[src/rtl/crm_pkg.sv]
`timescale 1ns / 1ps

package crm_pkg;

    // Table geometry.
    localparam int STAGES            = 7;
    localparam int WINDOWS_PER_STAGE = 32;
    localparam int VALUE_BITS        = 32;
    localparam int SLOT_COUNT        = STAGES * WINDOWS_PER_STAGE;
    localparam int SLOT_W            = $clog2(SLOT_COUNT);

    // Field widths of the item ports.
    localparam int KIND_W  = 2;
    localparam int STAGE_W = 3;
    localparam int ENTRY_W = 5;

    // Item kinds; the fourth code is ignored.
    localparam logic [KIND_W-1:0] KIND_LOAD    = 2'd0;
    localparam logic [KIND_W-1:0] KIND_XLATE   = 2'd1;
    localparam logic [KIND_W-1:0] KIND_RESTART = 2'd2;

    // One stored window, as it sits in the window memory.
    typedef struct packed {
        logic [VALUE_BITS-1:0] dest;
        logic [VALUE_BITS-1:0] source;
        logic [VALUE_BITS-1:0] length;
    } window_t;

    localparam int WINDOW_W = $bits(window_t);

    // Result of the shared window compare unit.
    typedef struct packed {
        logic                  hit;
        logic [VALUE_BITS-1:0] value;
    } match_t;

    // Sequencer status seen by the top level.
    typedef struct packed {
        logic walking;
        logic pending;
    } seq_stat_t;

    // Flat slot number of a (stage, entry) pair.
    function automatic logic [SLOT_W-1:0] slot_index(
        input logic [STAGE_W-1:0] stg,
        input logic [ENTRY_W-1:0] ent
    );
        return SLOT_W'(int'(stg) * WINDOWS_PER_STAGE + int'(ent));
    endfunction

endpackage

[src/rtl/crm_match.sv]
`timescale 1ns / 1ps

module crm_match
    import crm_pkg::*;
(
    input  logic [VALUE_BITS-1:0] cur_value,
    input  window_t               window,
    output match_t                result
);

    logic [VALUE_BITS:0] diff;

    // The offset is taken one bit wider so that the sign bit shows a value
    // below the window start; the span end then never overflows.
    assign diff = {1'b0, cur_value} - {1'b0, window.source};

    always_comb
    begin
        result.hit   = !diff[VALUE_BITS] && (diff[VALUE_BITS-1:0] < window.length);
        result.value = window.dest + diff[VALUE_BITS-1:0];
    end

endmodule

[config.mk]
export PLATFORM = sky130hd
export DESIGN_NAME = crm_match
export DESIGN_NICKNAME = d
export VERILOG_FILES = /design/src/rtl/crm_pkg.sv /design/src/rtl/crm_match.sv
export SDC_FILE = /design/constraint.sdc
export NUM_CORES = 1
export LEC_CHECK = 0
export ABC_AREA = 0
export BUFFER_PORTS_ARGS = -buffer_cell sky130_fd_sc_hd__buf_2
export CORE_AREA = 2 2 94 118
export DETAILED_ROUTE_END_ITERATION = 10
export DIE_AREA = 0 0 96 120
export PLACE_DENSITY = 0.69
export SETUP_SLACK_MARGIN = 0.1
export SLEW_MARGIN = 20
export SYNTH_ARGS = -nofsm -noshare
export SYNTH_HDL_FRONTEND = slang
export SYNTH_SLANG_ARGS = --single-unit
[constraint.sdc]
create_clock -name vclk -period 10
set_clock_uncertainty 0.05 [all_clocks]
set_input_delay 3 -clock vclk [all_inputs]
set_output_delay 3 -clock vclk [all_outputs]
set_load 0.02 [all_outputs]
==> run metrics <==
status finished with violations; failing checks setup timing; Reg power frac 0%; Sum Neg Setup Slack -379 ps; top cells by area, synth ha_1, xnor2_1, inv_1; fin nets roughly 1.1k; max-slew violation count 0; syn_area_per_cell ~7 um2; CP max FO 3; peak supply drop around 0.000088 V; Tightest Pin Transition between 800 and 900 ps; CTS hold repair buffers 0; relative slew slack approximately two fifths; die height roughly 120 um; vias per cell around 5.3; Post-Syn Nets ~800; Std-Cell Rows 42; total power approximately 900 uW; seq_cells 0; antenna violations before repair 2; Synth Warn # 0; drt pass-1 iters 4; DR iter-0 viols roughly 130; global-route wire length before repair about 22000 um; fin worst setup slack -144 ps; largest net degree at the start of global routing 11; cell area after layout roughly 0.0063 mm2; grt total ovfl 0; total core area around 0.010 mm2; area grow syn2layout 54.7%; vias in the first global route ~5k; area of the multi-input gates ~0.0041 mm2; Tmin final between 10000 and 15000 ps; Die ar. roughly 0.012 mm2; Initial Util between 30% and 40%; Internal about 410 uW; drt total wl about 14000 um; Sw Share between 50% and 60%; gr usage total a little under a quarter; Port-buffer cells about 160; Post-synth top cells ha_1, inv_1, a21oi_1; final period utilization 101%; Min-Delay Startpoint window[64]; Setup-failing EPs final 5; wire per inst between 10 and 15 um; antenna-violating nets left 0; FILL cells approximately 960; Syn Std Cell Area slightly above 0.004 mm2; Ports around 160; final number of hold-violating endpoints 0; Max Fclk around 99 MHz; max cap viols 0; Clk pwr share 0%; RSZ-0062 raised after global routing yes; sw power approximately 470 uW; DRC viols 0; dpl ws -316 ps; CP startpoint kind primary input; CP arrival roughly 7100 ps; Leak Pwr roughly 3.4 nW; share of layout cells above drive strength 1 around 40%; Yosys top cell area share 29.0%; cell count after synthesis around 570; RD Place Congestion around 0.94; critical path class in2out; post-layout util roughly three fifths; worst min-delay path class in2out; FF/Latch Area 0 um2; Fin Hold WS around 6300 ps; sequential share of the synthesized area 0%; Pwr Density roughly 140 mW/mm2; dpl hpwl 11900 um; via count slightly above 5k; Combinational Power Share between 90% and 100%; Worst EP required 6950 ps; Yosys cell types 56; clock buffer count 0; count leader, synth ha_1; Worst setup EP type output pin; die width 96 um; post-placement cell area approximately 0.0057 mm2; Final Non-Filler Cells 969; Setup crit start cur_value[4]; Synth area leader ha_1; number of cells after detailed placement between 900 and 1k
-- critical path, cell delays in order --
cell	delay [ps]
buf_2	100
ha_1	290
buf_4	130
o211ai_1	80
a21o_1	200
a211o_1	310
buf_4	150
a21oi_2	110
a31oi_1	80
a311oi_2	330
a21o_1	160
a21oi_1	70
xnor2_1	140
buf_4	140
ha_1	320
and2_1	190
a22o_1	220
a311o_1	350
a2111o_1	390
o311ai_1	110
buf_2	220
-- worst paths after layout --
kind | to | slack [ps] | cells past startpoint
setup / recovery | result[30] | -140 | 21
hold / removal | result[0] | 6290 | 3
-- routing by layer --
metal	routed length [um]	share of wire (%)	vias up	track usage, %
li1	-	-	2599	-
met1	5420	39	2381	25.2
met2	7440	53	164	44.9
met3	1000	7.2	12	3.83
met4	141	1.0	2	2.68
met5	13	0.093	-	0
-- power by group through the flow --
stage / logic (mW) / clock network (mW) / registers (mW)
3_5_place_dp: 0.766 / 0 / 0
4_1_cts: 0.816 / 0 / 0
3_3_place_gp: 0.747 / 0 / 0
6_report: 0.883 / 0.0000000134 / 0
5_1_grt: 0.958 / 0 / 0
2_1_floorplan: 0.488 / 0 / 0
-- final cells by class --
type / count / area share, %
antenna: 1 / 0.0399
inverter: 82 / 4.94
multi-input combinational: 485 / 65.8
tap: 132 / 2.63
timing repair buffer: 269 / 26.6
-- kinds of logic after synthesis --
group,share of synthesized area (%)
AO/OA/AOI/OAI,33.8
AND/OR/NAND/NOR,15.7
adder cells (fa/ha/maj),30.0
buffers and inverters,8.48
XOR/XNOR,11.8
multiplexers,0.278
-- layout by cell type (no fill, tap or decap), types with 4 or more instances in the layout --
master | synthesis | final
o21bai_1 | 12 | 11
o21a_1 | 8 | 8
buf_4 | 0 | 115
buf_2 | 2 | 149
a211oi_1 | 9 | 8
o211ai_1 | 4 | 4
buf_6 | 1 | 4
nand2_1 | 38 | 36
o21ai_1 | 9 | 12
xnor2_1 | 38 | 29
nand2b_1 | 4 | 4
a31oi_1 | 6 | 5
inv_1 | 82 | 80
a311oi_2 | 1 | 4
nor3_1 | 10 | 7
xor2_1 | 14 | 13
a21oi_1 | 59 | 41
o21ai_0 | 20 | 15
a21oi_2 | 3 | 18
ha_1 | 94 | 89
nand4_1 | 8 | 8
nor2_1 | 35 | 34
xnor2_2 | 0 | 8
and3_1 | 6 | 4
nor2b_1 | 11 | 10
a21o_1 | 32 | 32
nand3_1 | 11 | 11
-- timing repair --
action | 4_1_cts | 5_1_grt
setup buffers | 10 | 9
gates resized for setup | 49 | 47
setup endpoints to repair | 14 | 17
pin swaps | 47 | 44
Power figures use the tool's default switching activity.
