==> src/rtl/crm_pkg.sv <==
`timescale 1ns / 1ps

package crm_pkg;

    // Table geometry.
    localparam int STAGES            = 7;
    localparam int WINDOWS_PER_STAGE = 32;
    localparam int VALUE_BITS        = 32;
    localparam int SLOT_COUNT        = STAGES * WINDOWS_PER_STAGE;
    localparam int SLOT_W            = $clog2(SLOT_COUNT);

    // Field widths of the item ports.
    localparam int KIND_W  = 2;
    localparam int STAGE_W = 3;
    localparam int ENTRY_W = 5;

    // Item kinds; the fourth code is ignored.
    localparam logic [KIND_W-1:0] KIND_LOAD    = 2'd0;
    localparam logic [KIND_W-1:0] KIND_XLATE   = 2'd1;
    localparam logic [KIND_W-1:0] KIND_RESTART = 2'd2;

    // One stored window, as it sits in the window memory.
    typedef struct packed {
        logic [VALUE_BITS-1:0] dest;
        logic [VALUE_BITS-1:0] source;
        logic [VALUE_BITS-1:0] length;
    } window_t;

    localparam int WINDOW_W = $bits(window_t);

    // Result of the shared window compare unit.
    typedef struct packed {
        logic                  hit;
        logic [VALUE_BITS-1:0] value;
    } match_t;

    // Sequencer status seen by the top level.
    typedef struct packed {
        logic walking;
        logic pending;
    } seq_stat_t;

    // Flat slot number of a (stage, entry) pair.
    function automatic logic [SLOT_W-1:0] slot_index(
        input logic [STAGE_W-1:0] stg,
        input logic [ENTRY_W-1:0] ent
    );
        return SLOT_W'(int'(stg) * WINDOWS_PER_STAGE + int'(ent));
    endfunction

endpackage

==> src/rtl/crm_seq.sv <==
`timescale 1ns / 1ps

module crm_seq
    import crm_pkg::*;
(
    input  logic                  clk,
    input  logic                  rst_n,
    // Item channel.
    input  logic                  item_valid,
    output logic                  item_ready,
    input  logic [KIND_W-1:0]     kind,
    input  logic [STAGE_W-1:0]    stage,
    input  logic [ENTRY_W-1:0]    entry,
    input  logic                  entry_enable,
    input  logic [VALUE_BITS-1:0] value,
    // Result channel.
    output logic                  result_valid,
    input  logic                  result_ready,
    output logic [VALUE_BITS-1:0] location,
    output logic [VALUE_BITS-1:0] lowest,
    // Window memory control.
    output logic                  ram_wr_en,
    output logic [SLOT_W-1:0]     ram_wr_addr,
    output logic                  ram_rd_en,
    output logic [SLOT_W-1:0]     ram_rd_addr,
    // Shared compare unit.
    output logic [VALUE_BITS-1:0] cur_value,
    input  match_t                match,
    output seq_stat_t             stat
);

    localparam logic [1:0] ST_IDLE   = 2'd0;
    localparam logic [1:0] ST_WALK   = 2'd1;
    localparam logic [1:0] ST_FINISH = 2'd2;

    localparam logic [STAGE_W-1:0] LAST_STAGE = STAGE_W'(STAGES - 1);
    localparam logic [ENTRY_W-1:0] LAST_ENTRY = ENTRY_W'(WINDOWS_PER_STAGE - 1);

    logic [1:0]            state_reg, state_next;
    logic [SLOT_COUNT-1:0] valid_reg, valid_next;
    logic [STAGE_W-1:0]    iss_stage_reg, iss_stage_next;
    logic [ENTRY_W-1:0]    iss_entry_reg, iss_entry_next;
    logic                  iss_on_reg, iss_on_next;
    logic                  pend_reg, pend_next;
    logic [STAGE_W-1:0]    pend_stage_reg, pend_stage_next;
    logic [ENTRY_W-1:0]    pend_entry_reg, pend_entry_next;
    logic [VALUE_BITS-1:0] value_reg, value_next;
    logic [VALUE_BITS-1:0] run_low_reg, run_low_next;
    logic                  out_valid_reg, out_valid_next;
    logic [VALUE_BITS-1:0] location_reg, location_next;
    logic [VALUE_BITS-1:0] lowest_reg, lowest_next;

    logic                  accept;
    logic                  load_ok;
    logic                  hit;
    logic [VALUE_BITS-1:0] new_low;

    assign item_ready = (state_reg == ST_IDLE);
    assign accept     = item_valid && item_ready;
    assign load_ok    = (int'(stage) < STAGES) && (int'(entry) < WINDOWS_PER_STAGE);

    // A pending compare hits only when its slot holds an enabled window.
    assign hit = pend_reg && valid_reg[slot_index(pend_stage_reg, pend_entry_reg)]
                 && match.hit;

    assign new_low = (value_reg < run_low_reg) ? value_reg : run_low_reg;

    assign ram_wr_en   = accept && (kind == KIND_LOAD) && load_ok;
    assign ram_wr_addr = slot_index(stage, entry);
    assign ram_rd_en   = (state_reg == ST_WALK) && iss_on_reg;
    assign ram_rd_addr = slot_index(iss_stage_reg, iss_entry_reg);
    assign cur_value   = value_reg;

    assign result_valid = out_valid_reg;
    assign location     = location_reg;
    assign lowest       = lowest_reg;

    assign stat.walking = (state_reg == ST_WALK);
    assign stat.pending = pend_reg;

    // Sequencer: issue one window read per cycle, compare it the next cycle.
    always_comb
    begin
        state_next      = state_reg;
        valid_next      = valid_reg;
        iss_stage_next  = iss_stage_reg;
        iss_entry_next  = iss_entry_reg;
        iss_on_next     = iss_on_reg;
        pend_next       = pend_reg;
        pend_stage_next = pend_stage_reg;
        pend_entry_next = pend_entry_reg;
        value_next      = value_reg;
        run_low_next    = run_low_reg;
        out_valid_next  = out_valid_reg && !result_ready;
        location_next   = location_reg;
        lowest_next     = lowest_reg;

        unique case (state_reg)
            ST_IDLE:
            begin
                if (accept)
                begin
                    case (kind)
                        KIND_LOAD:
                        begin
                            if (load_ok)
                            begin
                                valid_next[slot_index(stage, entry)] = entry_enable;
                            end
                        end
                        KIND_XLATE:
                        begin
                            value_next     = value;
                            iss_stage_next = '0;
                            iss_entry_next = '0;
                            iss_on_next    = 1'b1;
                            pend_next      = 1'b0;
                            state_next     = ST_WALK;
                        end
                        KIND_RESTART:
                        begin
                            run_low_next = '1;
                        end
                        default:
                        begin
                            run_low_next = run_low_reg;
                        end
                    endcase
                end
            end
            ST_WALK:
            begin
                if (hit)
                begin
                    // Translate and skip the rest of this stage; the read
                    // already in flight is dropped.
                    value_next     = match.value;
                    pend_next      = 1'b0;
                    iss_stage_next = pend_stage_reg + 1'b1;
                    iss_entry_next = '0;
                    iss_on_next    = (pend_stage_reg != LAST_STAGE);
                end
                else
                begin
                    pend_next       = iss_on_reg;
                    pend_stage_next = iss_stage_reg;
                    pend_entry_next = iss_entry_reg;
                    if (iss_on_reg)
                    begin
                        if (iss_entry_reg == LAST_ENTRY)
                        begin
                            iss_entry_next = '0;
                            iss_stage_next = iss_stage_reg + 1'b1;
                            iss_on_next    = (iss_stage_reg != LAST_STAGE);
                        end
                        else
                        begin
                            iss_entry_next = iss_entry_reg + 1'b1;
                        end
                    end
                end
                if (!iss_on_next && !pend_next)
                begin
                    state_next = ST_FINISH;
                end
            end
            ST_FINISH:
            begin
                if (!out_valid_reg || result_ready)
                begin
                    out_valid_next = 1'b1;
                    location_next  = value_reg;
                    lowest_next    = new_low;
                    run_low_next   = new_low;
                    state_next     = ST_IDLE;
                end
            end
            default:
            begin
                state_next = ST_IDLE;
            end
        endcase
    end

    // Control state.
    always_ff @(posedge clk or negedge rst_n)
    begin
        if (!rst_n)
        begin
            state_reg     <= ST_IDLE;
            valid_reg     <= '0;
            iss_on_reg    <= 1'b0;
            pend_reg      <= 1'b0;
            run_low_reg   <= '1;
            out_valid_reg <= 1'b0;
        end
        else
        begin
            state_reg     <= state_next;
            valid_reg     <= valid_next;
            iss_on_reg    <= iss_on_next;
            pend_reg      <= pend_next;
            run_low_reg   <= run_low_next;
            out_valid_reg <= out_valid_next;
        end
    end

    // Payload registers.
    always_ff @(posedge clk)
    begin
        iss_stage_reg  <= iss_stage_next;
        iss_entry_reg  <= iss_entry_next;
        pend_stage_reg <= pend_stage_next;
        pend_entry_reg <= pend_entry_next;
        value_reg      <= value_next;
        location_reg   <= location_next;
        lowest_reg     <= lowest_next;
    end

endmodule

==> config.mk <==
export PLATFORM = sky130hd
export DESIGN_NAME = crm_seq
export DESIGN_NICKNAME = d
export VERILOG_FILES = /design/src/rtl/crm_pkg.sv /design/src/rtl/crm_seq.sv
export SDC_FILE = /design/constraint.sdc
export NUM_CORES = 1
export LEC_CHECK = 0
export ABC_AREA = 1
export BUFFER_PORTS_ARGS = -buffer_cell sky130_fd_sc_hd__buf_2
export CORE_UTILIZATION = 43
export DETAILED_ROUTE_END_ITERATION = 10
export PLACE_DENSITY = 0.63
export SLEW_MARGIN = 20
export SYNTH_ARGS = -nofsm -noshare
export SYNTH_HDL_FRONTEND = slang
export SYNTH_SLANG_ARGS = --single-unit
export TNS_END_PERCENT = 30
==> constraint.sdc <==
create_clock -name clk -period 3.5 [get_ports clk]
set_input_delay 0 -clock clk [delete_from_list [all_inputs] [get_ports clk]]
set_output_delay 0 -clock clk [all_outputs]
set_load 0.02 [all_outputs]
==> impl_metrics.ini, run 1 <==
[status]
status = finished, final reports clean

[floorplan]
die_h_microns = 209.7
core_area_sq_mm = 0.04223
rows = 75
start_util = 0.4393
dieWidth_microns = 209.7
io_pins = 198
die_area_sq_mm = 0.04397

[sta]
worst_clock_skew_ns = 0.01970
tns_ns = 0
maxSlewViolCount = 0
slew_headroom = 0.1925
fin_crit_sh = 0.8303
grt_setup_unrepaired = no
finalHoldViolCount = 0
fin_ws_ns = 0.5938
tightestPinTransition_ns = 1.207
whs_ns = 0.04214
post-route-min-period_ns = 2.906
setup_viol = 0
max_freq_ghz = 0.3441

[synthesis]
netlist_top_cells_count = 743 x nand2_1, 461 x nand3_1, 229 x dfrtp_1
netlist_area_sq_mm = 0.01855
synth_cell_types = 37
yosys_most_used_dff = dfrtp_1
syn-instance-count = 2265
yosys_warnings = 0
ys_seq_area_frac = 0.5356
synth.largest_area_cell = dfrtp_1
synth_area_leaders = dfrtp_1 31%, edfxtp_1 18%, nand2_1 15%
ys_seq_elements = 373
synth_edf_count = 112
synthArstFlopShare = 0.6997
syn_nets = 2379
synth.most_common_cell = nand2_1
avgSynthCellArea_sq_um = 8.189
yosysTopAreaCellShare = 0.3089

[cts]
cts_root_buffer = clkbuf_16
htreeDepth = 2
clock_latency_ns = 0.58
cts_hold_buf = 69
clock_sinks = 373
postCtsSetupBuffers = 0
cts_inserted_buffers = 43
clock_path_buffers = 3
post_cts_resized = 0
clkTransAtPathRegs_ns = 0.06
cts_tree = done

[drt]
vias = 16600
drc_errors = 0
wl_mm = 54.43
detail-route-antenna-nets = 0
drtIter0Drc = 1590
first_pass_iters = 5
drt-vias-per-instance = 5.477
wl_per_cell_microns = 17.96

[global_route]
grt_pass1_vias = 15990
grt_max_degree = 112
grt_overflow = 0
track_usage = 0.2476
antenna_found_initial = 0
grt_pass1_wl_mm = 86.48

[placed_design]
place_hpwl_mm = 32.66
place_area_sq_mm = 0.02002
dp_cells = 2882
dpl_worst_slack_ns = 0.6424
io_buffers = 197
gp_congestion = 0.8358

[power]
irDropWorstVdd_uv = 486.4
seqPwrFrac = 0.354
clkPwrFrac = 0.261
combPwrFrac = 0.385
power_mw = 17.82
p_leak_nw = 9.870
swShare = 0.3940
p_sw_mw = 7.022
intPower_mw = 10.80
powerDensity_mw_per_mm2 = 804.0

[setup_path]
cp.arrival_ns = 3.24
critPathLaunchType = flip-flop
criticalPathCategory = reg2reg
cp_slowest_stage_delay_ns = 0.44
required_ns = 3.83
critical_path.max_fanout = 21
critPathSlowestCell = edfxtp_1
worstPathCellList = inv_2 > buf_12 > o21ai_0 > o211ai_1 > o211ai_2 > nand3_1 > nand3_1 > nand2_1 > nand2_1 > nand2_2 > nand2_4 > nand2_1 > o21ai_1 > ha_1 > inv_1 > nand3_1 > nand2_1 > nor2_1
reg2reg_slack_ns = 0.59
cpMostUsedCell = nand2_1
reg2reg_depth = 18
crit_path_end_kind = flip-flop

[cells_and_area]
antenna_cells = 0
final_util = 0.5249
design_area_sq_mm = 0.02217
drive_above_1_share = 0.1465
stdcell_count = 3031
area_delta_synth_final_pct = 19.51
nNetsFinal = 2571
largest_reg_flops = 224

[hold_path]
hold_path.class = in2async

[run]
max_cap_violations = 0
## worst paths after layout
check | start | endpoint
max in group asynchronous | rst_n | run_low_reg[2]
min in group clk | kind[0] | valid_reg[206]
hold reg to reg | valid_reg[91] | valid_reg[91]
setup reg to reg | pend_entry_reg[1] | iss_stage_reg[2]
hold / removal | rst_n | valid_reg[55]
setup / recovery | pend_entry_reg[1] | iss_stage_reg[2]
## placed cells by master, fill, tap and decap left out, types with 23 or more instances in the layout
cell type,n
nor2_1,55
nand3_1,461
a21oi_1,24
inv_1,110
ha_1,34
clkbuf_16,44
edfxtp_1,112
o21ai_1,23
o21ai_0,223
nor2_2,23
buf_2,196
nand2_1,743
dfstp_2,32
dlygate4sd3_1,69
dfrtp_1,229
## critical path, delay by kind of cell, from the launching register on
family          cells  cell delay, ns
buf+inv             3            0.64
flops               1            0.44
simple gates       10            0.82
compound gates      4            0.55
fa+ha+maj           1            0.21
## cells by family after synthesis
kind of cell | after synthesis | share of synthesized area
simple gates | 1298 | 0.2973
flops | 373 | 0.5356
compound gates | 288 | 0.08013
buf+inv | 270 | 0.06314
fa+ha+maj | 34 | 0.02293
xor+xnor | 2 | 0.0009445
## layout make-up
type,count,area (sq um)
Clock buffer,66,1244
Clock inverter,14,205.2
Fill cell,3888,20060
Inverter,115,435.4
Multi-Input combinational cell,1622,7542
Sequential cell,373,9935
Tap cell,539,674.4
Timing Repair Buffer,302,2132
## per-layer routing
layer | up-vias | wire length, microns | GRT usage
li1 | 7923 | - | -
met1 | 7971 | 23070 | 0.3256
met2 | 593 | 26190 | 0.4073
met3 | 115 | 3293 | 0.03965
met4 | 0 | 1875 | 0.1027
met5 | - | 0 | 0
## power by group through the flow
stage	clock, mW	combinational [mW]	sequential (mW)
floorplan	0	4.07	6.64
global placement	0	6.37	6.37
detailed placement	0	6.47	6.40
CTS	4.72	6.85	6.32
global route	4.88	7.61	6.39
finish	4.65	6.86	6.31
(Power assumes the default switching activity.)
==> inputs of run 2 (changes only) <==
Clock period 3.5 ns to 2.4 ns, I/O delays scaled along.
==> impl_metrics.ini, run 2 (same netlist as run 1, synthesis figures left out) <==
[global_route]
grt_pass1_wl_mm = 87.34
grt.busiest_layer = met2
grt_pass1_vias = 16280
antenna_found_initial = 0
grt_max_degree = 97
grtUsageMet2 = 0.4254
track_usage = 0.2507
met3_usage = 0.03023
grt_overflow = 0
met1_usage = 0.3255

[setup_path]
critPathLaunchType = flip-flop
required_ns = 2.69
criticalPathCategory = reg2reg
reg2reg_slack_ns = -0.39
worstPathCellList = buf_6 > buf_12 > clkbuf_16 > nand2_1 > nand3_1 > nand3_1 > nand2_1 > nand2_1 > nand3_2 > nand3_2 > nand2_1 > nand2_1 > nand2_1 > nand2_1 > nand2_2 > nand2_4 > buf_12 > a21oi_4 > buf_12 > clkbuf_16
reg2reg_from = pend_entry_reg[0]
critPathSlowestCell = edfxtp_1
startpoint = pend_entry_reg[0]
crit_path_end_kind = flip-flop
critical_path.max_fanout = 8
cpMostUsedCell = nand2_1
cp.arrival_ns = 3.08
cp_slowest_stage_delay_ns = 0.39

[sta]
maxSlewViolCount = 0
tightestPinTransition_ns = 0.7363
max_freq_ghz = 0.3581
slew_headroom = 0.5091
worst_clock_skew_ns = 0.02030
setup_viol = 60
finalHoldViolCount = 0
fin_ws_ns = -0.3929
post-route-min-period_ns = 2.793
fin_crit_sh = 1.164
grt_setup_unrepaired = yes

[cts]
clock_sinks = 373
clock_path_buffers = 3
cts_root_buffer = clkbuf_16
htreeDepth = 2
clock_latency_ns = 0.58
cts_inserted_buffers = 43
clkTransAtPathRegs_ns = 0.06
cts_tree = done

[floorplan]
die_h_microns = 209.7
die_area_sq_mm = 0.04397
start_util = 0.4393
dieWidth_microns = 209.7
rows = 75
core_area_sq_mm = 0.04223
io_pins = 198

[cells_and_area]
design_area_sq_mm = 0.02374
area_delta_synth_final_pct = 27.98
final_cell_mix = 715 x nand2_1, 425 x nand3_1, 229 x dfrtp_1
antenna_cells = 0
largest_reg_flops = 224
nNetsFinal = 2677
layout_commonest_cell = nand2_1
drive_above_1_share = 0.2056

[drt]
drc_errors = 0
wl_mm = 57.78
wl_per_cell_microns = 18.45
first_pass_iters = 5
drtIter0Drc = 1573
detail-route-antenna-nets = 0
vias = 17180
drt-vias-per-instance = 5.488

[run]
max_cap_violations = 0

[power]
irDropWorstVdd_uv = 655.5
power_mw = 28.68
powerDensity_mw_per_mm2 = 1208
p_leak_nw = 10.68

[status]
status = finished, violations left
violations = setup timing

[placed_design]
io_buffers = 197
place_hpwl_mm = 34.74
place_area_sq_mm = 0.02064
gp_congestion = 0.8473

[hold_path]
min_from = entry_enable
hold_path.class = in2reg
[run 2: through the flow]
step	utilization	hold WS, ns	instances	setup WS (ns)	TNS, ns
after detailed placement	0.4887	-0.03277	2955	-0.3577	-17.59
after global routing	0.5622	0.05095	3131	-0.4641	-27.47
after CTS	0.5392	0.02233	3099	-0.3428	-15.76
after floorplan	-	-0.2956	2265	-0.1791	-5.732
after global placement	0.4887	-0.02974	2955	-0.3443	-16.91
final	0.5622	0.03328	3131	-0.3929	-18.88
[run 2: worst paths after layout]
| kind | endpoint | cells after the start |
|---|---|---|
| min reg2reg | valid_reg[201] | 2 |
| max | cur_value[27] | 20 |
| min | valid_reg[137] | 3 |
| max reg2reg | cur_value[27] | 20 |
| max in group asynchronous | run_low_reg[1] | 3 |
| min in group asynchronous | run_low_reg[7] | 2 |
[run 2: layout make-up]
cell class | instances | area [sq um]
fillers | 3698 | 18490
flip-flops and latches | 373 | 9935
multi-input cells | 1622 | 7797
repair buffers | 406 | 3452
clock buffers | 66 | 1294
well taps | 539 | 674.4
inverters | 115 | 456.7
clock inverters | 8 | 108.9
repair inverters | 2 | 21.27
[run 2: timing repair]
item	CTS	global route
hold buffers	70	0
setup buffers	0	11
endpoints found under the setup margin	58	125
pin swaps	0	53
endpoints found under the hold margin	283	0
cloned	0	21
resized for setup	5	122
[run 2: worst max-delay path, delay by kind of cell, from the launching register on]
kind,cells,cell delay (ns)
buf+inv,6,0.98
simple gates,13,0.99
flops,1,0.39
compound gates,1,0.13
[run 2: per-layer routing]
layer  part of all wire  vias to the layer above
met4              0.036                        0
met1               0.42                     8199
li1                   -                     8149
met2               0.49                      699
met5                  0                        -
met3              0.063                      136
[run 2: where the power goes]
part	total [mW]	internal (mW)	switching (mW)
combinational	13.0	5.16	7.82
clock	6.56	3.91	2.64
sequential	9.14	8.33	0.808
total	28.7	17.4	11.3
