### src/rtl/crm_ram.sv
`timescale 1ns / 1ps

module crm_ram #(
    parameter int WIDTH  = 8,
    parameter int DEPTH  = 16,
    parameter int ADDR_W = $clog2(DEPTH)
) (
    input  logic              clk,
    input  logic              wr_en,
    input  logic [ADDR_W-1:0] wr_addr,
    input  logic [WIDTH-1:0]  wr_data,
    input  logic              rd_en,
    input  logic [ADDR_W-1:0] rd_addr,
    output logic [WIDTH-1:0]  rd_data
);

    logic [WIDTH-1:0] mem [DEPTH];

    // One write port, one registered read port.
    always_ff @(posedge clk)
    begin
        if (wr_en)
        begin
            mem[wr_addr] <= wr_data;
        end
        if (rd_en)
        begin
            rd_data <= mem[rd_addr];
        end
    end

endmodule

### config.mk
export PLATFORM = sky130hd
export DESIGN_NAME = crm_ram
export DESIGN_NICKNAME = d
export VERILOG_FILES = /design/src/rtl/crm_ram.sv
export SDC_FILE = /design/constraint.sdc
export NUM_CORES = 1
export LEC_CHECK = 0
export BUFFER_PORTS_ARGS = -buffer_cell sky130_fd_sc_hd__buf_2
export CORE_MARGIN = 4
export CORE_UTILIZATION = 40
export CTS_BUF_LIST = sky130_fd_sc_hd__clkbuf_8 sky130_fd_sc_hd__clkbuf_16
export DETAILED_ROUTE_END_ITERATION = 10
export GPL_TIMING_DRIVEN = 1
export SLEW_MARGIN = 20
export SYNTH_ARGS = -nofsm -noshare
export SYNTH_HDL_FRONTEND = slang
export SYNTH_SLANG_ARGS = --single-unit
### constraint.sdc
create_clock -name clk -period 1.9 [get_ports clk]
set_clock_uncertainty 0.1 [all_clocks]
set_input_delay 0.19 -clock clk [delete_from_list [all_inputs] [get_ports clk]]
set_output_delay 0.19 -clock clk [all_outputs]
set_load 0.03 [all_outputs]
==> results, run 1 <==
- Among all stages on the critical path, the largest delay is contributed by mux4_1.
- The sequential share of the synthesized area is about four fifths.
- The count of cells in the finished layout, fillers not included, comes to about 470.
- The count of clock tree sinks is between 100 and 150.
- 0 antenna diodes ended up in the layout.
- The number of placed instances, taps included is 440.
- The wire length of the first global-routing pass is between 15000 and 20000 um.
- The die covers about 0.015 sq mm.
- At the worst endpoint, the required time is roughly 2.0 ns.
- The max-slew headroom at the worst pin is between 70 and 80%.
- The net count of the mapped netlist is 248.
- The final number of setup-violating endpoints is 0.
- The buffer cell driving the clock tree root is clkbuf_16.
- Registers are responsible for 48.6% of the overall power.
- The placeable core region is 0.0127 sq mm.
- The number of max-capacitance violations reported is 0.
- The area growth from synthesis to layout is 20.6%.
- The internal power contribution is 5.68 mW.
- Global routing finished with a remaining overflow of 0.
- TritonCTS created 17 clock buffers.
- The worst-skew pair later-pin latency is slightly above 0.4 ns.
- The share of the clock period used by the worst path after layout is between 80% and 90%.
- The violation count after the first detailed-route iteration is 156.
- The initial antenna violation count is 0.
- The die is 122 um tall.
- The power density of the placed cells is between 1000 and 1500 mW/mm^2.
- The synthesis warning total is 0.
- The kind of end point of the critical path is a flip-flop.
- Clock-pin slew was measured on the worst setup and hold paths at around 0.06 ns.
- The initial core utilization is roughly two fifths.
- The flow ran to the end, and the final reports show no timing, DRC or antenna violations.
- The number of top-level pins is 27.
- The number of hold violations in the final report was 0.
- For this run, the total global-route usage over all layers was measured as between 10% and 20%.
- The remaining antenna violation count is 0.
- The layout net count is between 300 and 400.
- The proportion of layout cells with a drive suffix above 1 is 30.7%.
- The number of storage elements in the synthesis netlist is ~140.
- The combinational share of power is under 10%.
- Together, buffers and inverters on the worst path number 0.
- The critical setup path kind is reg -> reg.
- Data on the critical path arrives at its endpoint at approximately 1.6 ns.
- Once layout is complete, the utilization of the core stands at between 40% and 50%.
- After technology mapping, the gate count stands at approximately 230.
- Counting the fill cells in the layout gives between 1000 and 1500.
- The TritonCTS clock tree is done.
- The first-pass iteration count of the detailed router is 4.
- In this run the power spent charging and discharging nets is approximately 1.3 mW.
- Net switching is between 10% and 20% of the power.
- Summed over all cells, the static leakage comes to 2.15 nW.
- In this run the horizontal extent of the chip is ~120 um.
- The H-tree depth is 4.
- Along the worst path, the maximum fanout reaches 1.
- The number of distinct library cells after synthesis is 18.
- Summing every instance area after synthesis gives between 0.005 and 0.006 sq mm.
- In this run the tool buffered the top-level ports with 26 buffer cells.
- The average instance in the mapped netlist occupies about 23 sq um.
- In this run the post-CTS setup repair buffer count came out at 0.
- STA classifies the critical path startpoint as a flip-flop.
- After clock tree synthesis, the flow added hold-fix buffers numbering 0.
- The path category of the worst min-delay check is in -> reg.
- Routability-driven placement finished with a final weighted congestion of around 0.72.
- The achievable frequency is between 600 and 700 MHz.
- The number of gates resized after CTS was 0.
- The buffer levels on the longest clock path is 2.
- After detailed routing, the average wire length per cell comes to 20.6 um.
- The final number of max-transition violations was 0.
- After detailed routing, the total wire length is slightly below 10000 um.
- The cell family contributing the most delay on the critical path is multiplexers.
- VDD sags by at most approximately 630 uV.
- The actual transition at the worst max-transition pin is slightly above 0.4 ns.
- The via count of the first global-routing pass is between 2000 and 3000.
- The average via count per standard cell is about 5.1.
- The total negative setup slack is 0 ns.
- The total number of placement rows is 41.
- In this run, the clock network consumes around 47% of the power.
- Entering global routing, the biggest net connects 28 pins.
- Traced cell by cell, the critical path runs through mux4_1 -> a22oi_1 -> nand2_1.
- Setup repair after global routing left no endpoint under its margin.
- The wire-length estimate of the detail-placed layout is between 6000 and 7000 um.
- The remaining routing DRC violations is 0.
- The post-layout minimum cycle time is ~1.6 ns.
- Across all layers, the routed design uses 2404 vias.
- For this run, the slowest stage of the critical path takes 0.51 ns.
## worst register-to-register path: cells and delay by family, from the launching register on
kind             cells  cell delay [ns]
AO/OA/AOI/OAI        1             0.28
flip-flops           1             0.36
multiplexers         1             0.51
AND/OR/NAND/NOR      1             0.08
## layout make-up
class	count	area, sq um	area share (%)
Clock inverter	15	169	2.68
Timing Repair Buffer	49	353	5.60
Tap cell	172	215	3.41
Clock buffer	17	425	6.75
Sequential cell	136	4080	64.8
Multi-Input combinational cell	83	1060	16.8
## state kept, by name (all words and copies together) (netlist names)
register and count:
mem 128, rd_data 8
## layer usage
| layer | GRT usage (%) | share of wire (%) |
|---|---|---|
| met2 | 21.8 | 48 |
| met1 | 19.9 | 43 |
| met4 | 4.62 | 0.97 |
| met3 | 4.65 | 7.6 |
| met5 | 0 | 0 |
## power groups by stage
stage               clock (mW)  sequential, mW  combinational [mW]
floorplan                    0            3.49               0.171
global placement             0            3.46               0.344
detailed placement           0            3.46               0.349
CTS                       3.32            3.40               0.350
global route              3.47            3.40               0.374
finish                    3.26            3.40               0.340
## synthesized netlist by cell type
master	instances	share of area (%)
nand2_1	9	0.65
and2_1	1	0.12
and2b_1	1	0.14
or3b_2	1	0.17
mux4_1	14	7.0
mux4_2	18	7.8
nand2b_1	2	0.24
buf_2	3	0.29
clkdlybuf4s25_2	3	0.57
buf_6	3	0.65
nand3_1	1	0.096
edfxtp_1	136	78
nor2b_1	1	0.12
nor3_1	4	0.38
buf_4	1	0.14
a22oi_1	16	2.3
nand3b_1	2	0.29
nor2_1	13	0.93
## worst paths after layout
kind	endpoint	slack (ns)	cells after the start	startpoint
max	rd_data[0]	0.32	3	mem[1][0]
max reg2reg	rd_data[0]	0.32	3	mem[1][0]
min reg2reg	rd_data[7]	0.65	3	mem[14][7]
min	rd_data[6]	0.06	1	rd_en
## stage by stage
step                setup WS, ns  area (sq um)  hold WS (ns)  power, mW
floorplan                  0.117          5230         0.189       3.66
global placement          0.0285          5710         0.475       3.80
detailed placement        0.0437          5710         0.483       3.81
CTS                        0.300          6300        0.0499       7.07
global route               0.246          6300        0.0534       7.25
finish                     0.319          6300        0.0601       7.00
## cell usage in the layout, fill, tap and decap left out
cell | netlist | final
mux4_1 | 14 | 14
and2b_1 | 1 | 1
or3b_2 | 1 | 1
nand2b_1 | 2 | 2
buf_12 | 0 | 4
clkinv_4 | 0 | 1
mux4_2 | 18 | 18
and2_1 | 1 | 1
clkinv_1 | 0 | 4
inv_1 | 0 | 4
nand2_1 | 9 | 9
bufinv_16 | 0 | 4
nor2_1 | 13 | 13
nor2b_1 | 1 | 1
buf_2 | 3 | 26
nand3b_1 | 2 | 2
a22oi_1 | 16 | 16
nand3_1 | 1 | 1
edfxtp_1 | 136 | 136
clkinv_2 | 0 | 2
buf_4 | 1 | 19
clkbuf_16 | 0 | 17
nor3_1 | 4 | 4
## logic make-up after synthesis
kind of cell	share of synthesized area (%)
DFF	78.1
AOI/OAI and AO/OA	2.30
muxes	14.8
buffers and inverters	1.65
and+or+nand+nor	3.14
Note: power is estimated with default switching activity, not from simulation.
==> run 2, diff against run 1 <==
--- a/config.mk
+++ b/config.mk
@@ -5,6 +5,7 @@
 export SDC_FILE = /design/constraint.sdc
 export NUM_CORES = 1
 export LEC_CHECK = 0
+export ABC_AREA = 1
 export BUFFER_PORTS_ARGS = -buffer_cell sky130_fd_sc_hd__buf_2
 export CORE_MARGIN = 4
 export CORE_UTILIZATION = 40
==> constraint.sdc (replaced) <==
create_clock -name clk -period 1.6 [get_ports clk]
set_clock_uncertainty 0.1 [all_clocks]
set_input_delay 0.16 -clock clk [delete_from_list [all_inputs] [get_ports clk]]
set_output_delay 0.16 -clock clk [all_outputs]
set_load 0.03 [all_outputs]
==> run 2 against run 1 <==
Net effect: clock-buffer cell count is the same; register-to-register slack gained 0.05 ns; via count grew 59%; worst setup slack lost 0.016 ns; non-clock buffer count shrank 1; clock power grew 18%; die area grew 11%; sequential share of layout area shrank 4.9 points; combinational power grew 52%; global-route usage grew 3.1 points; critical path type is now reg -> out.
==> results, run 2 <==
- The remaining antenna violation count was 0 (unchanged).
- The quantity of I/O buffers inserted on ports is 26 (unchanged).
- The final cell utilization of the core came to 48.4% (-1.1 points).
- The average via count per standard cell is 4.87 (-4.4%).
- Summed over all instances, the cell type with the most area after synthesis is edfxtp_1.
- The first-pass iteration count of the detailed router is 5 (+1).
- The H-tree depth is 4 (unchanged).
- The count of buffer and inverter cells on the critical path is 1 (+1).
- The worst-skew pair later-pin latency came to 0.41 ns (about the same).
- The power density of the placed cells is 1230 mW/mm^2 (+11%).
- The number of placed instances, taps included is 755 (+72%).
- The switching power of the nets is 1.84 mW (+39%).
- The final worst-path setup slack is 0.303 ns (-0.0156 ns).
- The wire length per cell is 17.0 um (-17%).
- The kind of end point of the critical path is a primary output.
- The maximum number of pins on one net before global-route repair came to 65 (+130%).
- The mux share of post-synthesis cell area is 0% (-15 points).
- nand2_1 is the most common cell in the netlist.
- The overall die height is 129 um (+5.4%).
- After synthesis, the largest family of logic cells by area is simple AND/OR/NAND/NOR gates.
- The post-synth design cell area is 0.00585 sq mm (+12%).
- Among all stages on the critical path, the largest delay is contributed by edfxtp_1.
- The total number of placement rows came to 43 (+4.9%).
- The buffer levels on the longest clock path is 2 (unchanged).
- The global-route usage over all layers came to 17.5% (+3.1 points).
- The hold slack is 0.0182 ns (-0.0419 ns).
- The number of top-level pins is 27 (unchanged).
- The main flop type after synthesis is edfxtp_1.
- The synthesis warning total is 0 (unchanged).
- The fraction of the mapped netlist area in compound gates was 0% (-2.3 points).
- The flow ran to the end, and the final reports show no timing, DRC or antenna violations.
- The total placed instance area is 0.00624 sq mm (+9.3%).
- The fraction of the mapped netlist area in simple logic gates is 20.8% (+18 points).
- The number of hold violations in the final report is 0 (unchanged).
- The number of distinct library cells after synthesis is 11 (-7).
- The combinational share of power is 6.1% (+1.2 points).
- The actual transition at the worst max-transition pin is 0.609 ns (+0.202 ns).
- The synthesized area per cell is 10.6 sq um (-54%).
- The worst path in the final design needs a cycle of between 1 and 1.5 ns, including I/O delays and setup.
- The die width is 129 um (+5.4%).
- The final instance area is 0.00682 sq mm (+8.3%).
- The final number of max-transition violations is 0 (unchanged).
- The post-synthesis share of cell area spent on full adders, half adders and majority gates was 0% (unchanged).
- The wire length of the first global-routing pass is 21600 um (+42%).
- The fraction of power spent switching nets was 21.8% (+3.0 points).
- The remaining routing DRC violations is 0 (unchanged).
- The number of gates resized after cts is 0 (unchanged).
- The setup slack at placement is 0.115 ns (+0.0717 ns).
- The sum of overflow across all layers after global routing is 0 (unchanged).
- For this run, the top clock speed supported by timing is between 700 and 800 MHz.
- The via count of the first global-routing pass was 3817 (+50%).
- The die area is 0.0166 sq mm (+11%).
- The critical setup path kind is reg -> out.
- The net count of the mapped netlist is 570 (+130%).
- The layout net count came to 613 (+100%).
- TritonCTS built the clock tree.
- The worst hold path belongs to the class in -> reg.
- The number of enable flip-flop cells after synthesis came to 136 (unchanged).
- The share of flip-flops with an asynchronous set or reset after synthesis is 0% (unchanged).
- The placed wire-length estimate after detailed placement is 8370 um (+33%).
- The proportion of layout cells with a drive suffix above 1 is 12.9% (-18 points).
- The required time at the endpoint of the critical path was 1.34 ns (-0.61 ns).
- The proportion of power drawn by flip-flops and latches came to 48.0% (-0.6 points).
- The internal power contribution came to 6.58 mW (+16%).
- By count the netlist is led by 173 x nand2_1, 136 x edfxtp_1, 100 x inv_1.
- The arrival time at the worst endpoint was 1.04 ns (-0.59 ns).
- The clock slew seen by the registers of the worst setup and hold paths is 0.06 ns (about the same).
- The total wire length is 13400 um (+38%).
- The static leakage power is 2.94 nW (+36%).
- Setup repair after global routing left no endpoint under its margin.
- The highest net fanout along the worst path is 1 (unchanged).
- The violation count after the first detailed-route iteration is 383 (+150%).
- The weighted congestion at the end of routability-driven global placement is 0.826 (+14%).
- In the layout the commonest cells are 173 x nand2_1, 136 x edfxtp_1, 100 x inv_1.
- The initial antenna violation count is 0 (unchanged).
- The placeable core region came to 0.0141 sq mm (+11%).
- The number of storage elements in the synthesis netlist is 136 (unchanged).
- The xor and xnor fraction of the mapped netlist area is 0% (unchanged).
- The cell family contributing the most delay on the critical path is flip-flops.
- The signed area change from the synthesized netlist to the final layout is 16.7%.
- The top cell type's share of synthesized area is 69.8% (-8.3 points).
- The number of cells in the finished layout apart from fillers was 787 (+67%).
- The sequential share of the synthesized area is 69.8% (-8.3 points).
- The delay of the slowest critical-path stage is 0.42 ns (-0.09 ns).
- The max-slew headroom at the worst pin is 59.4% (-14 points).
- The startpoint type of the worst setup path is a flip-flop.
- The antenna diode instance count came to 0 (unchanged).
- The total clock buffers created by CTS is 17 (unchanged).
- The final number of setup-violating endpoints is 0 (unchanged).
- Ranked by flip-flop count, first place goes to mem.
- The number of hold-repair buffers added at the cts stage is 0 (unchanged).
- The total negative setup slack was 0 ns (unchanged).
- The tree is rooted in a clkbuf_16.
- Sorting the synthesized cells by area gives the leading types as edfxtp_1 70%, nand2_1 11%, nand3_1 8.3%.
- The signal on the critical path passes through buf_2.
- The maximum resistive drop on vdd is 712 uV (+14%).
- The library cell used most frequently in the layout, excluding fill and tap cells, is nand2_1.
- The detailed-route via count was 3832 (+59%).
- The count of mapped cells out of synthesis came to 551 (+140%).
- The flip-flop count of the largest register after layout is 128 (unchanged).
- The proportion of power drawn by the clock network was 45.9% (-0.6 points).
- The number of max-capacitance violations reported is 0 (unchanged).
- The overall power is 8.42 mW (+20%).
- The share of the clock period used by the worst path after layout is approximately four fifths.
- The count of buffers added by post-CTS timing repair for setup is 0 (unchanged).
- The largest registers in the layout are mem: 128 flops, rd_data: 8 flops.
- The initial core utilization is 41.5% (+0.39 points).
- The count of clock tree sinks is 136 (unchanged).
[run 2: cell types whose count changed after synthesis, moves of 10 or more]
cell,delta
nand2_1,+164
a22oi_1,-16
mux4_1,-14
nand3_1,+96
buf_2,+10
inv_1,+100
mux4_2,-18
[run 2: final cells by class]
class	instances	area, sq um
sequential	136	4080
clock buffer	17	425
multi-input combinational	289	1210
tap	180	225
clock inverter	15	160
fill	1299	7270
timing repair buffer	48	333
inverter	102	383
[run 2: path summary, 6_finish.rpt]
path         cells after the start  slack (ns)       start    endpoint
max                              1        0.30  rd_data[6]  rd_data[6]
min reg2reg                      6        0.63  mem[12][5]  rd_data[5]
max reg2reg                      6        0.37   mem[7][1]  rd_data[1]
min                              1        0.02       rd_en  rd_data[2]
[run 2: cells by family after synthesis]
kind of cell,after synthesis
buffers and inverters,126
DFF,136
and+or+nand+nor,289
[run 2: power by group through the flow]
stage / clock [mW] / sequential, mW / combinational [mW]
after floorplan: 0 / 4.14 / 0.281
after global placement: 0 / 4.12 / 0.517
after detailed placement: 0 / 4.12 / 0.522
after CTS: 3.93 / 4.04 / 0.524
after global routing: 4.10 / 4.05 / 0.580
final: 3.86 / 4.04 / 0.516
[run 2: routing by layer]
layer | vias up | share of wire [%] | GRT usage (%)
met4 | 0 | 2.7 | 7.29
met3 | 26 | 4.8 | 4.28
met1 | 1832 | 48 | 25.3
li1 | 1866 | - | -
met2 | 108 | 44 | 25.5
met5 | - | 0 | 0
==> run 3, diff against run 2 <==
==> constraint.sdc (replaced) <==
create_clock -name clk -period 1.3 [get_ports clk]
set_clock_uncertainty 0.1 [all_clocks]
set_input_delay 0.13 -clock clk [delete_from_list [all_inputs] [get_ports clk]]
set_output_delay 0.13 -clock clk [all_outputs]
set_load 0.03 [all_outputs]
==> run 3 against run 2 <==
Net effect: first-iteration DRC count increased by 30%; non-clock buffer count up 5; design area increased by 1.2%; hold slack improved by 0.027 ns; sequential power up 23%; utilization is 0.60 points higher; via count increased by 2.5%; sequential cell count unchanged; global-route usage is 0.31 points lower; critical path depth unchanged; critical endpoint is now rd_data[7].
==> results, run 3 (synthesis results as in run 2) <==
- The static leakage power came to 2.99 nW (+1.8%).
- The total wire length was 13600 um (+1.4%).
- In the final layout, the registers with the most flip-flops are mem: 128 flops, rd_data: 8 flops.
- The worst-skew pair later-pin latency is 0.41 ns (about the same).
- The worst hold path depth came to 1 (unchanged).
- The hold slack is 0.0448 ns (+0.0266 ns).
- The final number of max-transition violations was 0 (unchanged).
- The number of hold violations in the final report is 0 (unchanged).
- The total number of placement rows is 43 (unchanged).
- The tightest min-delay check is of the in -> reg type.
- The proportion of layout cells with a drive suffix above 1 was 14.4% (+1.5 points).
- The worst reg-to-reg setup slack is 0.06 ns (-0.31 ns).
- The sum of overflow across all layers after global routing came to 0 (unchanged).
- The total clock buffers created by CTS is 17 (unchanged).
- The weighted congestion at the end of routability-driven global placement is 0.824 (-0.22%).
- The count of buffers added by post-CTS timing repair for setup is 0 (unchanged).
- The initial antenna violation count is 0 (unchanged).
- The number of cells in the finished layout apart from fillers is 792 (+0.64%).
- The start of the worst register-to-register path is mem[1][2].
- The placed wire-length estimate after detailed placement is 8420 um (+0.63%).
- The count of filler cells inserted in the layout is 1271 (-2.2%).
- The critical setup path kind is reg -> out.
- Counting flops per register, the top entry is mem.
- The required time at the endpoint of the critical path is 1.07 ns (-0.27 ns).
- The antenna diode instance count was 0 (unchanged).
- The library cell used most frequently in the layout, excluding fill and tap cells, is nand2_1.
- The setup slack at placement is -0.271 ns (-0.387 ns).
- The cell family contributing the most delay on the critical path is flip-flops.
- The quantity of I/O buffers inserted on ports is 26 (unchanged).
- The number of top-level pins is 27 (unchanged).
- The layout net count was 618 (+0.82%).
- The overall power came to 10.2 mW (+21%).
- The die area came to 0.0166 sq mm (unchanged).
- The final cell utilization of the core is 49.0% (+0.60 points).
- The run finished with clean final reports.
- The wire length per cell came to 17.2 um (+0.73%).
- The initial core utilization is 41.5% (unchanged).
- The overall die height is 129 um (unchanged).
- The hold-critical path endpoint is mem[11][5].
- The worst-path cell with the longest stage delay is edfxtp_1.
- The arrival time at the worst endpoint was 1.03 ns (about the same).
- The buffer cell driving the clock tree root is clkbuf_16.
- The actual transition at the worst max-transition pin is 0.593 ns (-0.0155 ns).
- The share of the clock period used by the worst path after layout is a little over nine tenths.
- The max-slew headroom at the worst pin is 60.4% (+1.0 points).
- The final number of setup-violating endpoints was 0 (unchanged).
- The critical path goes through buf_2.
- The endpoint identified for the worst register-to-register timing path is rd_data[2].
- The count of buffer and inverter cells on the critical path is 1 (unchanged).
- The wire length of the first global-routing pass is 21300 um (-1.4%).
- The detailed-route via count is 3926 (+2.5%).
- The highest net fanout along the worst path was 1 (unchanged).
- The average via count per standard cell was 4.96 (+1.8%).
- The remaining antenna violation count came to 0 (unchanged).
- The violation count after the first detailed-route iteration is 499 (+30%).
- The flip-flop count of the largest register after layout is 128 (unchanged).
- The final worst-path setup slack was 0.0420 ns (-0.261 ns).
- The remaining routing DRC violations is 0 (unchanged).
- The via count of the first global-routing pass is 3858 (+1.1%).
- The global-route usage over all layers came to 17.2% (-0.31 points).
- The signed area change from the synthesized netlist to the final layout is 18.2%.
- The buffer levels on the longest clock path was 2 (unchanged).
- The post-layout minimum cycle time is 1.26 ns.
- The clock slew seen by the registers of the worst setup and hold paths is 0.06 ns (about the same).
- STA classifies the critical path startpoint as a flip-flop.
- Leaving out fill and tap cells, the most frequent cells in the layout are 173 x nand2_1, 136 x edfxtp_1, 103 x inv_1.
- The achievable frequency is a little under 800 MHz.
- The power density of the placed cells is 1470 mW/mm^2 (+19%).
- The TritonCTS clock tree is done.
- The maximum number of pins on one net before global-route repair came to 65 (unchanged).
- The H-tree depth came to 4 (unchanged).
- The number of cell instances on the worst register-to-register path is 6 (unchanged).
- The placeable core region is 0.0141 sq mm (unchanged).
- The launch point of the worst hold path is wr_data[5].
- The count of clock tree sinks was 136 (unchanged).
- The number of placed instances, taps included is 758 (+0.40%).
- The die width was 129 um (unchanged).
- The kind of end point of the critical path is a primary output.
- The delay of the slowest critical-path stage was 0.41 ns (about the same).
- The first-pass iteration count of the detailed router came to 7 (+2).
- The number of max-capacitance violations reported is 0 (unchanged).
- The maximum resistive drop on vdd is 858 uV (+20%).
-- run 3: changes by cell type in the layout (fill, tap and decap cells not counted) --
cell and delta:
clkinvlp_4 -1, inv_1 +3, buf_2 -1, nand3_1 -7, clkinv_1 -3, buf_4 +2
dlygate4sd3_1 +2, bufinv_16 -1, clkinv_4 +2, nand3_2 +7, buf_12 +2
-- run 3: area by class of cell --
cell class / count / area, sq um / area share (%)
clock buffers: 17 / 425 / 6.16
multi-input cells: 289 / 1250 / 18.1
repair buffers: 53 / 403 / 5.83
clock inverters: 15 / 140 / 2.03
inverters: 102 / 383 / 5.54
flip-flops and latches: 136 / 4080 / 59.1
well taps: 180 / 225 / 3.26
-- run 3: layer usage --
metal	vias to the layer above	global-route usage [%]	part of all wire (%)
met1	1909	24.3	46
met5	-	0	0
met2	126	25.9	46
met4	0	6.30	1.8
li1	1874	-	-
met3	17	4.36	5.9
-- run 3: worst register-to-register path, stage by stage (launching register included) --
cell	delay (ns)
edfxtp_1	0.37
inv_1	0.07
nand2_1	0.05
nand3_1	0.09
nand3_1	0.11
nand3_1	0.12
nand2_1	0.08
-- run 3: worst max-delay path by stage --
stage,start,to,slack [ns],depth (start not counted)
6_report,rd_data[7],rd_data[7],0.04,1
5_1_grt,mem[1][2],rd_data[2],-0.003,6
4_1_cts,rd_data[7],rd_data[7],0.02,1
3_5_place_dp,rd_addr[1],rd_data[7],-0.27,7
3_3_place_gp,rd_addr[1],rd_data[7],-0.27,7
2_1_floorplan,wr_addr[2],mem[10][0],0.12,2
-- run 3: what timing repair did --
item,in CTS,in global routing
hold endpoints to repair,9,0
setup endpoints to repair,0,5
gates resized for setup,0,9
hold buffers,2,0
-- run 3: per-stage QoR --
step	TNS [ns]	cell area, sq um
floorplan	0	5850
global placement	-1.45	6290
detailed placement	-1.43	6290
CTS	0	6870
global route	-0.00270	6910
finish	0	6910
-- run 3: report_power, final --
group          switching, mW  total (mW)  internal, mW
sequential            0.0314        4.97          4.94
combinational          0.475       0.679         0.204
clock                   1.74        4.53          2.79
total                   2.25        10.2          7.93
